==> src/hw/rtl/tct_pkg.sv <==
`timescale 1ns / 1ps
`default_nettype none

package tct_pkg;

  // Table geometry
  localparam int TABLE_DEPTH = 16;
  localparam int SLOT_W      = (TABLE_DEPTH > 1) ? $clog2(TABLE_DEPTH) : 1;
  localparam int CNT_W       = $clog2(TABLE_DEPTH + 1);

  // Field widths
  localparam int ADDR_W  = 32;
  localparam int KEY_W   = 16;
  localparam int POS_W   = 16;
  localparam int LIFE_W  = 8;
  localparam int BASE_W  = 10;
  localparam int ID_W    = 11;
  localparam int KIND_W  = 2;
  localparam int CFG_IDX_W  = 2;
  localparam int CFG_DATA_W = 10;

  // Register indexes on the configuration port
  localparam logic [CFG_IDX_W-1:0] CFG_LIFE_RELOAD = 2'd0;
  localparam logic [CFG_IDX_W-1:0] CFG_BASE_INDEX  = 2'd1;

  localparam logic [LIFE_W-1:0] LIFE_RESET = 8'd5;

  // Event codes
  localparam logic [KIND_W-1:0] EV_DOWN  = 2'd0;
  localparam logic [KIND_W-1:0] EV_MOVED = 2'd1;
  localparam logic [KIND_W-1:0] EV_UP    = 2'd2;
  localparam logic [KIND_W-1:0] EV_DROP  = 2'd3;

  // Request codes
  localparam logic REQ_MSG  = 1'b0;
  localparam logic REQ_TICK = 1'b1;

  typedef enum logic [1:0] {
    ST_IDLE,
    ST_MSG,
    ST_TICK
  } state_t;

  typedef enum logic [1:0] {
    OSEL_HIT,
    OSEL_APPEND,
    OSEL_DROP,
    OSEL_PEND
  } out_sel_t;

  // Commands from controller to datapath
  typedef struct packed {
    logic     capture;
    logic     step;
    logic     msg_write;
    logic     append;
    logic     tick_dec;
    logic     pend_load;
    logic     pend_clear;
    logic     out_load;
    out_sel_t out_sel;
    logic     out_last;
  } cmd_t;

  // Status from datapath to controller
  typedef struct packed {
    logic scan_end;
    logic hit;
    logic full;
    logic life_zero;
    logic life_one;
    logic pend_valid;
    logic out_free;
  } stat_t;

endpackage

`default_nettype wire

==> src/hw/rtl/touch_cursor_tracker.sv <==
`timescale 1ns / 1ps
`default_nettype none

// Remote touch cursor table.
// Input channel (in_valid / in_stall) carries one request: a cursor message
// (req_type 0) with sender address, cursor number and position, or a frame
// tick (req_type 1). A message reports touch down, touch moved, or dropped
// when the table is full: always one result with last set. A tick reports
// touch up for each entry whose life runs out, last set on the final one,
// and nothing when none expires.
// Output channel (out_valid / out_stall) is a single output register; a
// result waits there while the receiver stalls and the walk pauses only when
// a further result is ready for it.
// Flow: a message walks the occupied slots one slot per cycle, comparing each,
// until it hits or reaches the end; a tick walks every occupied slot and
// also pauses while the receiver stalls. One request is handled at a time.
// Configuration: cfg_valid / cfg_ready write the life reload value (index 0)
// or base_index (index 1); cfg_ready is always high. Write only while idle.
// Reset empties the table and loads a life reload of 5 and base_index 0.

module touch_cursor_tracker
  import tct_pkg::*;
(
  input  wire logic                  clk,
  input  wire logic                  rst,
  input  wire logic                  cfg_valid,
  output logic                       cfg_ready,
  input  wire logic [CFG_IDX_W-1:0]  cfg_index,
  input  wire logic [CFG_DATA_W-1:0] cfg_data,
  input  wire logic                  in_valid,
  output logic                       in_stall,
  input  wire logic                  req_type,
  input  wire logic [ADDR_W-1:0]     sender_addr,
  input  wire logic [KEY_W-1:0]      cursor_key,
  input  wire logic [POS_W-1:0]      pos_x,
  input  wire logic [POS_W-1:0]      pos_y,
  output logic                       out_valid,
  input  wire logic                  out_stall,
  output logic [KIND_W-1:0]          event_kind,
  output logic [ID_W-1:0]            touch_id,
  output logic [POS_W-1:0]           out_x,
  output logic [POS_W-1:0]           out_y,
  output logic                       last
);

  cmd_t  cmd;
  stat_t st;

  assign cfg_ready = 1'b1;

  tct_ctrl u_ctrl (
    .clk         (clk),
    .rst         (rst),
    .in_valid    (in_valid),
    .in_req_type (req_type),
    .in_stall    (in_stall),
    .st          (st),
    .cmd         (cmd)
  );

  tct_dp u_dp (
    .clk         (clk),
    .rst         (rst),
    .cfg_valid   (cfg_valid),
    .cfg_index   (cfg_index),
    .cfg_data    (cfg_data),
    .sender_addr (sender_addr),
    .cursor_key  (cursor_key),
    .pos_x       (pos_x),
    .pos_y       (pos_y),
    .out_stall   (out_stall),
    .out_valid   (out_valid),
    .event_kind  (event_kind),
    .touch_id    (touch_id),
    .out_x       (out_x),
    .out_y       (out_y),
    .last        (last),
    .cmd         (cmd),
    .st          (st)
  );

endmodule

`default_nettype wire

==> src/hw/rtl/tct_ctrl.sv <==
`timescale 1ns / 1ps
`default_nettype none

module tct_ctrl
  import tct_pkg::*;
(
  input  wire logic  clk,
  input  wire logic  rst,
  input  wire logic  in_valid,
  input  wire logic  in_req_type,
  output logic       in_stall,
  input  wire stat_t st,
  output cmd_t       cmd
);

  state_t state, state_next;

  // State register
  always_ff @(posedge clk) begin
    if (rst) begin
      state <= ST_IDLE;
    end else begin
      state <= state_next;
    end
  end

  // Next state
  always_comb begin
    state_next = state;
    case (state)
      ST_IDLE: begin
        if (in_valid) begin
          state_next = (in_req_type == REQ_TICK) ? ST_TICK : ST_MSG;
        end
      end
      ST_MSG: begin
        if ((st.hit || st.scan_end) && st.out_free) begin
          state_next = ST_IDLE;
        end
      end
      ST_TICK: begin
        if (st.scan_end && (!st.pend_valid || st.out_free)) begin
          state_next = ST_IDLE;
        end
      end
      default: state_next = ST_IDLE;
    endcase
  end

  // Command outputs
  always_comb begin
    cmd          = '0;
    cmd.out_sel  = OSEL_HIT;
    in_stall     = (state != ST_IDLE);
    case (state)
      ST_IDLE: begin
        cmd.capture = in_valid;
      end
      ST_MSG: begin
        if (st.hit) begin
          // update the matching entry and report a move
          if (st.out_free) begin
            cmd.msg_write = 1'b1;
            cmd.out_load  = 1'b1;
            cmd.out_sel   = OSEL_HIT;
            cmd.out_last  = 1'b1;
          end
        end else if (st.scan_end) begin
          // append a new entry, or drop when the table is full
          if (st.out_free) begin
            cmd.out_load = 1'b1;
            cmd.out_last = 1'b1;
            if (st.full) begin
              cmd.out_sel = OSEL_DROP;
            end else begin
              cmd.out_sel   = OSEL_APPEND;
              cmd.msg_write = 1'b1;
              cmd.append    = 1'b1;
            end
          end
        end else begin
          cmd.step = 1'b1;
        end
      end
      ST_TICK: begin
        if (st.scan_end) begin
          // flush the held touch-up as the final result
          if (st.pend_valid && st.out_free) begin
            cmd.out_load   = 1'b1;
            cmd.out_sel    = OSEL_PEND;
            cmd.out_last   = 1'b1;
            cmd.pend_clear = 1'b1;
          end
        end else if (st.life_zero) begin
          cmd.step = 1'b1;
        end else if (!st.life_one) begin
          cmd.tick_dec = 1'b1;
          cmd.step     = 1'b1;
        end else if (!st.pend_valid || st.out_free) begin
          // entry expires: release any held touch-up, hold this one
          cmd.tick_dec  = 1'b1;
          cmd.step      = 1'b1;
          cmd.pend_load = 1'b1;
          if (st.pend_valid) begin
            cmd.out_load = 1'b1;
            cmd.out_sel  = OSEL_PEND;
            cmd.out_last = 1'b0;
          end
        end
      end
      default: begin
        cmd = '0;
      end
    endcase
  end

endmodule

`default_nettype wire

==> src/hw/rtl/tct_dp.sv <==
`timescale 1ns / 1ps
`default_nettype none

module tct_dp
  import tct_pkg::*;
(
  input  wire logic                  clk,
  input  wire logic                  rst,
  input  wire logic                  cfg_valid,
  input  wire logic [CFG_IDX_W-1:0]  cfg_index,
  input  wire logic [CFG_DATA_W-1:0] cfg_data,
  input  wire logic [ADDR_W-1:0]     sender_addr,
  input  wire logic [KEY_W-1:0]      cursor_key,
  input  wire logic [POS_W-1:0]      pos_x,
  input  wire logic [POS_W-1:0]      pos_y,
  input  wire logic                  out_stall,
  output logic                       out_valid,
  output logic [KIND_W-1:0]          event_kind,
  output logic [ID_W-1:0]            touch_id,
  output logic [POS_W-1:0]           out_x,
  output logic [POS_W-1:0]           out_y,
  output logic                       last,
  input  wire cmd_t                  cmd,
  output stat_t                      st
);

  logic [LIFE_W-1:0] life_reload;
  logic [BASE_W-1:0] base_index;

  logic [CNT_W-1:0]  entry_count;
  logic [CNT_W-1:0]  idx;
  logic [SLOT_W-1:0] slot;

  logic [ADDR_W-1:0] entry_sender [TABLE_DEPTH];
  logic [KEY_W-1:0]  entry_cursor [TABLE_DEPTH];
  logic [POS_W-1:0]  entry_xpos   [TABLE_DEPTH];
  logic [POS_W-1:0]  entry_ypos   [TABLE_DEPTH];
  logic [LIFE_W-1:0] entry_life   [TABLE_DEPTH];

  logic [ADDR_W-1:0] q_sender;
  logic [KEY_W-1:0]  q_cursor;
  logic [POS_W-1:0]  q_x;
  logic [POS_W-1:0]  q_y;

  logic              pend_valid;
  logic [ID_W-1:0]   pend_id;
  logic [POS_W-1:0]  pend_x;
  logic [POS_W-1:0]  pend_y;

  logic [ID_W-1:0]   slot_id;
  logic [LIFE_W-1:0] cur_life;

  assign slot     = idx[SLOT_W-1:0];
  assign cur_life = entry_life[slot];
  assign slot_id  = ID_W'(base_index) + ID_W'(idx);

  // Status toward the controller
  always_comb begin
    st.scan_end   = (idx >= entry_count);
    st.hit        = !st.scan_end && (entry_sender[slot] == q_sender) &&
                    (entry_cursor[slot] == q_cursor);
    st.full       = (entry_count == CNT_W'(TABLE_DEPTH));
    st.life_zero  = (cur_life == '0);
    st.life_one   = (cur_life == LIFE_W'(1));
    st.pend_valid = pend_valid;
    st.out_free   = !out_valid || !out_stall;
  end

  // Configuration registers
  always_ff @(posedge clk) begin
    if (rst) begin
      life_reload <= LIFE_RESET;
      base_index  <= '0;
    end else if (cfg_valid) begin
      case (cfg_index)
        CFG_LIFE_RELOAD: life_reload <= cfg_data[LIFE_W-1:0];
        CFG_BASE_INDEX:  base_index  <= cfg_data[BASE_W-1:0];
        default: ;
      endcase
    end
  end

  // Hold the accepted request
  always_ff @(posedge clk) begin
    if (cmd.capture) begin
      q_sender <= sender_addr;
      q_cursor <= cursor_key;
      q_x      <= pos_x;
      q_y      <= pos_y;
    end
  end

  // Scan index and fill count
  always_ff @(posedge clk) begin
    if (rst) begin
      idx         <= '0;
      entry_count <= '0;
    end else begin
      if (cmd.capture) begin
        idx <= '0;
      end else if (cmd.step) begin
        idx <= idx + CNT_W'(1);
      end
      if (cmd.append) begin
        entry_count <= entry_count + CNT_W'(1);
      end
    end
  end

  // Table writes at the scan slot
  always_ff @(posedge clk) begin
    if (cmd.msg_write) begin
      entry_xpos[slot] <= q_x;
      entry_ypos[slot] <= q_y;
      entry_life[slot] <= life_reload;
    end else if (cmd.tick_dec) begin
      entry_life[slot] <= cur_life - LIFE_W'(1);
    end
    if (cmd.append) begin
      entry_sender[slot] <= q_sender;
      entry_cursor[slot] <= q_cursor;
    end
  end

  // Held touch-up, released once the next one or the scan end is known
  always_ff @(posedge clk) begin
    if (rst) begin
      pend_valid <= 1'b0;
    end else if (cmd.pend_load) begin
      pend_valid <= 1'b1;
    end else if (cmd.pend_clear) begin
      pend_valid <= 1'b0;
    end
  end

  always_ff @(posedge clk) begin
    if (cmd.pend_load) begin
      pend_id <= slot_id;
      pend_x  <= entry_xpos[slot];
      pend_y  <= entry_ypos[slot];
    end
  end

  // Output register
  always_ff @(posedge clk) begin
    if (rst) begin
      out_valid <= 1'b0;
    end else if (cmd.out_load) begin
      out_valid <= 1'b1;
    end else if (!out_stall) begin
      out_valid <= 1'b0;
    end
  end

  always_ff @(posedge clk) begin
    if (cmd.out_load) begin
      last <= cmd.out_last;
      case (cmd.out_sel)
        OSEL_HIT: begin
          event_kind <= EV_MOVED;
          touch_id   <= slot_id;
          out_x      <= q_x;
          out_y      <= q_y;
        end
        OSEL_APPEND: begin
          event_kind <= EV_DOWN;
          touch_id   <= slot_id;
          out_x      <= q_x;
          out_y      <= q_y;
        end
        OSEL_DROP: begin
          event_kind <= EV_DROP;
          touch_id   <= '0;
          out_x      <= q_x;
          out_y      <= q_y;
        end
        OSEL_PEND: begin
          event_kind <= EV_UP;
          touch_id   <= pend_id;
          out_x      <= pend_x;
          out_y      <= pend_y;
        end
        default: begin
          event_kind <= EV_DROP;
          touch_id   <= '0;
          out_x      <= q_x;
          out_y      <= q_y;
        end
      endcase
    end
  end

  // Fill count never passes the table size
  assert property (@(posedge clk) disable iff (rst)
    entry_count <= CNT_W'(TABLE_DEPTH))
    else $error("entry count beyond table depth");

  // Scan never runs past the occupied slots
  assert property (@(posedge clk) disable iff (rst)
    idx <= entry_count)
    else $error("scan index beyond entry count");

  // An output is never loaded over a result that is still stalled
  assert property (@(posedge clk) disable iff (rst)
    cmd.out_load |-> (!out_valid || !out_stall))
    else $error("output overwritten while stalled");

  // Append happens only at the end of a miss scan with room left
  assert property (@(posedge clk) disable iff (rst)
    cmd.append |-> (st.scan_end && !st.full))
    else $error("append outside a miss with free slot");

endmodule

`default_nettype wire
==> config.mk <==
export PLATFORM = sky130hd
export DESIGN_NAME = touch_cursor_tracker
export DESIGN_NICKNAME = d
export VERILOG_FILES = /design/src/hw/rtl/tct_pkg.sv /design/src/hw/rtl/touch_cursor_tracker.sv /design/src/hw/rtl/tct_ctrl.sv /design/src/hw/rtl/tct_dp.sv
export SDC_FILE = /design/constraint.sdc
export NUM_CORES = 1
export LEC_CHECK = 0
export BUFFER_PORTS_ARGS = -buffer_cell sky130_fd_sc_hd__buf_2
export CAP_MARGIN = 20
export CORE_ASPECT_RATIO = 0.6
export CORE_MARGIN = 3
export CORE_UTILIZATION = 25
export DETAILED_ROUTE_END_ITERATION = 8
export GPL_TIMING_DRIVEN = 1
export PLACE_DENSITY_LB_ADDON = 0.08
export SYNTH_ARGS = -nofsm -noshare
export SYNTH_HDL_FRONTEND = slang
export SYNTH_SLANG_ARGS = --single-unit
==> constraint.sdc <==
create_clock -name clk -period 19.6 [get_ports clk]
set_input_delay 2.94 -clock clk [delete_from_list [all_inputs] [get_ports clk]]
set_output_delay 2.94 -clock clk [all_outputs]
set_load 0.02 [all_outputs]
==> impl.org, run 1 <==
** Placed design
- DP Wirelength :: 110,000 um
- Placer congestion estimate :: 0.756
- The count of buffers added on input and output ports is 145.

** Timing
- In the finished design, the share of the clock period the worst path needs comes to 37.6%.
- Hold Fails Final Rpt :: 0
- Max-Slew Margin vs Limit :: 27.8%
- Based on the critical path, the design can be clocked at up to 136 MHz.
- Endpoints failing setup :: 0
- Clock skew on the completed layout was measured at 0.0656 ns.
- Setup repair after global routing left no endpoint under its margin.
- Final Critical Period :: 7.37 ns
- Post-Route Setup TNS :: 0 ns
- Count of pins over their slew limit :: 0
- At the pin with the least slew margin, the transition time is 1.08 ns.
- Across all hold checks on the routed design, the worst slack comes to 0.495 ns.

** Setup path
- In this run the worst path has a maximum fanout of 44.
- Crit path DAT :: 7.80 ns
- The worst setup path is launched from a register.
- Element type at the critical path end :: register
- The critical path is of the register to register type.
- For the worst setup path, the data required time is 20.02 ns.

** Floorplan
- The floorplan has 142 rows.
- Floorplan die height :: 395 um
- The initial utilization of the core area, before any placement, comes to 25.2%.
- The core region is 250,000 um2.
- Boundary Pins :: 147
- Die Footprint :: 258,000 um2
- Die outline width :: 654 um

** Route
- For this run, the detailed router's first-pass iteration total came to 5.
- Vias per std cell :: 4.57
- Post-route DRC :: 0
- After the first detailed-routing iteration, the DRC count stood at 3,045.
- Detailed routing inserted a total of 30,500 vias.
- Sum of routed wire length over all layers :: 189,000 um
- Dividing the detail-routed wire length by the instance count gives 28.4 um.
- Antenna Violating Nets Remaining :: 0

** Power
- In this run the static leakage power is 22.2 nW.
- In this run the power density over the cells is 99.0 nW/um2.
- Across the VDD grid, the largest voltage drop is 0.0670 mV.

** Yosys
- Of the post-synthesis cell area, the dominant cell type holds 75.2%.
- Synth warn :: 0
- Yosys instantiated no cell more often than sky130_fd_sc_hd__edfxtp_1.
- Synthesis produced a netlist whose cell count is 2,947.
- By area the synthesized netlist is led by sky130_fd_sc_hd__edfxtp_1, sky130_fd_sc_hd__mux4_2, sky130_fd_sc_hd__mux2i_1.
- Synthesis inferred 1,613 register bits.
- Dividing the synthesized area by the synthesized cell count gives 21.4 um2.
- The largest total area in the synthesized netlist belongs to sky130_fd_sc_hd__edfxtp_1.
- Area of the mapped netlist :: 63,000 um2
- In the synthesized netlist the async set-or-reset flop fraction comes to 0%.
- Of the synthesized area, sequential elements account for 76.3%.
- Flip-flop cell with the highest count after synthesis :: sky130_fd_sc_hd__edfxtp_1
- Counting flops with a built-in enable in the synthesized netlist gives 1,577.
- Post-synthesis net count :: 3,068
- Leading cell types by count after synthesis :: sky130_fd_sc_hd__edfxtp_1, sky130_fd_sc_hd__mux4_2, sky130_fd_sc_hd__mux2i_1, sky130_fd_sc_hd__nor2_1, sky130_fd_sc_hd__nand2_1
- The synthesized netlist contains 85 unique library cells.

** Clock network
- Buffers added to address setup during post-CTS repair amount to 0.
- Clk pin slew, worst setup/hold paths :: 0.07 ns
- In this run, post-CTS repair resized a total of 0 instances.
- Clock tree synthesis selected as its root buffer the cell sky130_fd_sc_hd__clkbuf_16.
- Worst-case clock buffer depth :: 4
- Cts bufs inserted :: 175
- The clock net in this run drives a total of 1,613 sinks.
- Clock tree from TritonCTS :: built
- H-tree levels :: 4
- Hold buffers post-CTS :: 0
- At the later pin of the worst-skew pair, clock insertion delay measures 0.83 ns.

** Cells and area
- Summing all multi-input logic gate instances after layout gives 14,000 um2.
- The final layout contains 3,340 nets.
- Summing all flip-flop and latch instances after layout gives 48,100 um2.
- Cells with a size suffix above 1 make up 26.2% of the layout.
- Relative to the synthesized area, the layout overhead comes to 16.2%.
- Counting the fill cells in the layout gives 24,300.

** Global routing
- Global-route wire length before repair :: 261,000 um
- GRT overflow :: 0
- Entering global routing, the biggest net connects 103 pins.
- Tot GR Track Use :: 14.4%
- Number of global-route vias before repair :: 31,400
- The number of antenna violations at the first check in global routing came to 23.

** Outcome
- Result of the run :: completed

** Run
- Maximum Capacitance Violations :: 0

** Min path
- The min-delay analysis places its worst path in the category register to register.
stage by stage:
step,power (mW),setup slack (ns),utilization [%],instance area (um2),cells
floorplan,4.04,12.86,-,63000,2947
detailed placement,4.16,12.23,27.1,67900,6352
CTS,7.37,12.13,29.3,73200,6657
global route,7.53,11.87,29.3,73200,6660
finish,7.25,12.23,29.3,73200,6664
global placement,4.16,12.33,27.1,67800,6351
path summary, 6_finish.rpt:
| path | from | to | slack [ns] | cells after the start |
|---|---|---|---|---|
| min reg2reg | u_dp.pend_valid | u_dp.pend_valid | 0.50 | 2 |
| max | register | u_dp.entry_life[3][7] | 12.23 | 13 |
| max reg2reg | register | u_dp.entry_life[3][7] | 12.23 | 13 |
| min | u_dp.pend_valid | u_dp.pend_valid | 0.50 | 2 |
critical path: stages (launching register included):
cell	delay, ns
sky130_fd_sc_hd__dfxtp_4	0.67
sky130_fd_sc_hd__buf_4	0.73
sky130_fd_sc_hd__buf_4	0.72
sky130_fd_sc_hd__nor2b_1	0.71
sky130_fd_sc_hd__a22o_1	0.27
sky130_fd_sc_hd__a221oi_1	0.06
sky130_fd_sc_hd__mux2i_1	0.14
sky130_fd_sc_hd__a2111o_1	0.49
sky130_fd_sc_hd__or4_1	0.70
sky130_fd_sc_hd__or4_1	0.61
sky130_fd_sc_hd__o31a_2	0.65
sky130_fd_sc_hd__nor2b_1	0.26
sky130_fd_sc_hd__buf_4	0.24
sky130_fd_sc_hd__nor2_1	0.66
where the power goes:
| group | switching, mW | internal (mW) |
|---|---|---|
| logic | 0.120 | 0.0547 |
| clock network | 1.36 | 1.80 |
| registers | 0.0659 | 3.84 |
cell families after synthesis:
| family | share of synthesized area (%) |
|---|---|
| adders and majority gates | 0.469 |
| AOI/OAI and AO/OA | 2.28 |
| muxes | 15.6 |
| xor gates and xnor gates | 1.04 |
| DFF | 76.3 |
| buffers and inverters | 1.81 |
| and+or+nand+nor | 2.43 |
| other | 0.00595 |
flip-flops by register name, indices dropped and copies added, names as in the netlist, 11 cells and up, named ones only:
signal and count:
u_dp.touch_id 11, u_dp.q_x 16, u_dp.entry_life 128, u_dp.entry_cursor 256, u_dp.entry_xpos 256, u_dp.pend_x 16
u_dp.q_cursor 16, u_dp.out_x 16, u_dp.q_y 16, u_dp.entry_sender 512, u_dp.q_sender 32, u_dp.out_y 16
u_dp.entry_ypos 256, u_dp.pend_id 11, u_dp.pend_y 16
routing by layer:
| metal | share of wire, % | global-route usage (%) | up-vias |
|---|---|---|---|
| met2 | 42 | 20.6 | 812 |
| met1 | 51 | 22.7 | 16600 |
| met5 | 0.0069 | 0 | - |
| li1 | - | - | 12800 |
| met4 | 2.0 | 3.08 | 2 |
| met3 | 4.7 | 2.35 | 225 |
layout by cell type, fill, tap and decap left out, types with 12 or more instances in the layout:
cell type / instances
sky130_fd_sc_hd__mux2_1: 29
sky130_fd_sc_hd__clkinv_1: 29
sky130_fd_sc_hd__xnor2_1: 46
sky130_fd_sc_hd__mux2_2: 39
sky130_fd_sc_hd__clkinv_2: 29
sky130_fd_sc_hd__inv_1: 24
sky130_fd_sc_hd__nor3_1: 21
sky130_fd_sc_hd__nor4_1: 14
sky130_fd_sc_hd__nand2_1: 65
sky130_fd_sc_hd__a221oi_1: 19
sky130_fd_sc_hd__buf_4: 87
sky130_fd_sc_hd__buf_2: 145
sky130_fd_sc_hd__ha_1: 22
sky130_fd_sc_hd__a22oi_1: 32
sky130_fd_sc_hd__mux4_2: 296
sky130_fd_sc_hd__xor2_1: 29
sky130_fd_sc_hd__a21oi_1: 25
sky130_fd_sc_hd__mux4_1: 23
sky130_fd_sc_hd__nor2b_1: 20
sky130_fd_sc_hd__clkbuf_1: 44
sky130_fd_sc_hd__nor2_4: 32
sky130_fd_sc_hd__o21ai_0: 16
sky130_fd_sc_hd__nor2_1: 51
sky130_fd_sc_hd__nand3_1: 25
sky130_fd_sc_hd__edfxtp_1: 1577
sky130_fd_sc_hd__nand4_1: 12
sky130_fd_sc_hd__o22ai_1: 16
sky130_fd_sc_hd__clkbuf_16: 178
sky130_fd_sc_hd__mux2i_1: 182
sky130_fd_sc_hd__dfxtp_1: 28
final cells by class:
class	instances	share of cell area, %
Antenna cell	5	0.0171
Clock buffer	228	6.42
Clock inverter	77	0.839
Inverter	26	0.133
Multi-Input combinational cell	1164	19.2
Sequential cell	1613	65.7
Tap cell	3312	5.66
Timing Repair Buffer	239	2.05
(Power assumes the default switching activity.)
==> run 2, diff against run 1 <==
Clock period 19.6 ns to 7.6 ns, I/O delays scaled along.
==> run 2 against run 1 <==
  * Clock skew decreased by 0.0048 ns
  * Fmax increased by 17%
  * Cell count increased by 0.56%
  * Global-route usage increased by 0.093 points
  * Clock power increased to 2.7 times the previous value
  * First-iteration DRC count decreased by 17%
  * Critical endpoint is now u_dp.entry_life[1][6]
==> impl.org, run 2 (synthesis results as in run 1) <==
** Run
- The max capacitance violation total came to 0 (unchanged).

** Timing
- Post-Route Setup TNS :: 0 ns (unchanged)
- The count of final hold-check violations was 0 (unchanged).
- The final count of negative-setup-slack endpoints is 0 (unchanged).
- The share of the clock period used by the worst path is 83.0% (+45 points).
- Setup repair after global routing missed its margin :: false
- Fmax :: 159 MHz (+17%)
- Max-Slew Margin vs Limit :: 22.9% (-5.0 points)
- Slew of the pin with the lowest slew margin :: 1.14 ns (+0.0596 ns)
- Layout Skew :: 0.0608 ns (-0.00477 ns)
- The clock period minus worst slack came to 6.31 ns (-1.06 ns).
- The max-slew violation total from the final report is 0 (unchanged).

** Floorplan
- Floorplan die height :: 395 um (unchanged)
- Die outline width :: 654 um (unchanged)
- The placeable core region was 250,000 um2 (unchanged).
- Die Footprint :: 258,000 um2 (unchanged)
- The effective utilization at floorplan came to 25.2% (unchanged).
- Number of standard-cell rows in the floorplan :: 142 (unchanged)
- Boundary Pins :: 147 (unchanged)

** Setup path
- The required time reported for the critical path endpoint was 8.01 ns (-12.01 ns).
- The maximum fanout along the worst path is 32 (-27%).
- The worst setup path is captured at a register.
- Crit path DAT :: 6.71 ns (-1.09 ns)
- The critical path is of the register to register type.
- Flop-to-flop setup slack :: 1.29 ns (-10.94 ns)
- The largest stage delay on the critical path was 0.91 ns (+0.18 ns).
- The signal on the critical path passes through nor2b_1, a22oi_1, a211o_1, nand3_1, o211ai_1, or4_1, or4_1, o31a_2, nor2b_1, buf_4, nor2_1.
- The worst setup path is launched from a register.
- Delay-heaviest family, CP :: simple AND/OR/NAND/NOR gates
- The worst path buffer plus inverter count came to 1 (-2).
- The largest individual stage delay along the critical path comes from the cell sky130_fd_sc_hd__nor2b_1.

** Min path
- In this run the worst hold path is classified as input pin to register.

** Clock network
- Clock Sinks :: 1,613 (unchanged)
- The number of gates given a new drive strength after cts was 0 (unchanged).
- The number of levels the H-tree was split into was 4 (unchanged).
- Worst-case clock buffer depth :: 4 (unchanged)
- The clock-pin slew reported for the worst setup and hold paths after clock tree synthesis is 0.06 ns (about the same).
- Clk Tree Root Cell :: sky130_fd_sc_hd__clkbuf_16
- The quantity of hold-fixing buffers added after cts came to 0 (unchanged).
- Post-CTS Setup Bufs :: 0 (unchanged)
- Clock latency on the worst-skew pair :: 0.82 ns (about the same)
- Clock tree from TritonCTS :: built
- Cts bufs inserted :: 178 (+1.7%)

** Placed design
- The global placer's final weighted congestion was 0.732 (-3.1%).
- DP Wirelength :: 111,000 um (+0.82%)
- Port Buffers :: 145 (unchanged)
- The number of cells after detailed placement was 6,377 (+0.39%).

** Route
- First DRT Iteration DRCs :: 2,523 (-17%)
- Vias per std cell :: 4.54 (-0.65%)
- Post-route DRC :: 0 (unchanged)
- Sum of routed wire length over all layers :: 190,000 um (+0.42%)
- TritonRoute pass-1 iters :: 7 (+2)
- The total via count after detailed routing was 30,400 (-0.10%).
- Antenna Violating Nets Remaining :: 0 (unchanged)
- Routed wire per std cell :: 28.3 um (-0.14%)

** Outcome
- Result of the run :: completed

** Cells and area
- Leaving out fill and tap cells, the most frequent cells in the layout are sky130_fd_sc_hd__edfxtp_1, sky130_fd_sc_hd__mux4_2, sky130_fd_sc_hd__mux2i_1.
- The library cell used most frequently in the layout, excluding fill and tap cells, is sky130_fd_sc_hd__edfxtp_1.
- The fraction of layout cells with a size suffix above 1 was 27.2% (+0.98 points).
- Layout Nets :: 3,366 (+0.78%)
- The number of standard cells in the final layout excluding fillers came to 6,701 (+0.56%).
- Area Overhead vs Synth :: 17.4%
- The register with the most flip-flops in the final layout is u_dp.entry_sender.
- The flip-flop count of the largest register after layout came to 512 (unchanged).

** Global routing
- The total global routing track utilization came to 14.5% (+0.093 points).
- GRT overflow :: 0 (unchanged)
- The number of antenna violations at the first check in global routing was 8 (-65%).
- Number of global-route vias before repair :: 32,200 (+2.4%)
- Global-route wire length before repair :: 264,000 um (+0.98%)
- The largest net degree at the start of global routing came to 70 (-32%).

** Power
- The worst ir drop on vdd is 0.133 mV (+98%).
- Leakage dissipation :: 22.5 nW (+1.5%)
- Pwr/cell area :: 259 nW/um2 (+160%)
-- run 2: cell types whose count changed in the layout (fill, tap and decap cells not counted), moves of 3 or more --
cell                         previous run  this run
sky130_fd_sc_hd__buf_12                 5        22
sky130_fd_sc_hd__buf_4                 87        94
sky130_fd_sc_hd__bufinv_16              9        18
sky130_fd_sc_hd__clkbuf_1              44        29
sky130_fd_sc_hd__clkbuf_16            178       181
sky130_fd_sc_hd__clkbuf_8               7         0
sky130_fd_sc_hd__clkinv_1              29        39
sky130_fd_sc_hd__clkinv_2              29        35
sky130_fd_sc_hd__clkinvlp_4             4         8
sky130_fd_sc_hd__inv_6                  3         8
-- run 2: area by class of cell --
class                           instances  area [um2]
Fill cell                           24200      176000
Sequential cell                      1613       48100
Multi-Input combinational cell       1164       14000
Clock buffer                          210        4640
Tap cell                             3312        4140
Timing Repair Buffer                  262        1880
Clock inverter                        110        1010
Inverter                               26        97.6
Antenna cell                            4        10.0
-- run 2: worst register-to-register path, cell delays in order (launching register included) --
cell and delay (ns):
sky130_fd_sc_hd__dfxtp_4 0.78, sky130_fd_sc_hd__nor2b_1 0.94, sky130_fd_sc_hd__a22oi_1 0.34, sky130_fd_sc_hd__a211o_1 0.37, sky130_fd_sc_hd__nand3_1 0.28, sky130_fd_sc_hd__o211ai_1 0.36
sky130_fd_sc_hd__or4_1 0.78, sky130_fd_sc_hd__or4_1 0.57, sky130_fd_sc_hd__o31a_2 0.41, sky130_fd_sc_hd__nor2b_1 0.17, sky130_fd_sc_hd__buf_4 0.21, sky130_fd_sc_hd__nor2_1 0.68
-- run 2: power by group --
group,internal (mW),switching [mW],leakage (nW)
logic,0.143,0.292,5.20
clock network,4.97,3.62,2.76
registers,9.92,0.180,14.5
total,15.0,4.09,22.5
-- run 2: per-layer routing --
metal / global-route usage [%] / routed length [um] / vias up
li1: - / - / 12900
met5: 0 / 0 / -
met4: 2.96 / 3440 / 0
met2: 21.2 / 82100 / 682
met3: 2.24 / 7770 / 230
met1: 22.6 / 96600 / 16700
-- run 2: path summary, 6_finish.rpt --
kind                                      start  cells past startpoint                     to
worst min-delay path             cursor_key[15]                      1      u_dp.q_cursor[15]
worst max register to register         register                     11  u_dp.entry_life[1][6]
worst min register to register  u_dp.pend_valid                      2        u_dp.pend_valid
worst max-delay path                   register                     11  u_dp.entry_life[1][6]
-- run 2: metrics by stage --
step                      setup WS, ns  power [mW]  utilization, %  cell area [um2]  hold WS (ns)
after floorplan                  0.864        10.4               -            63000         0.454
after global placement            1.44        10.7            27.3            68300         0.480
after detailed placement          1.39        10.7            27.3            68300         0.484
after CTS                         1.33        19.4            29.5            73900         0.393
after global routing              1.08        19.8            29.5            73900         0.418
final                             1.29        19.1            29.6            73900         0.493
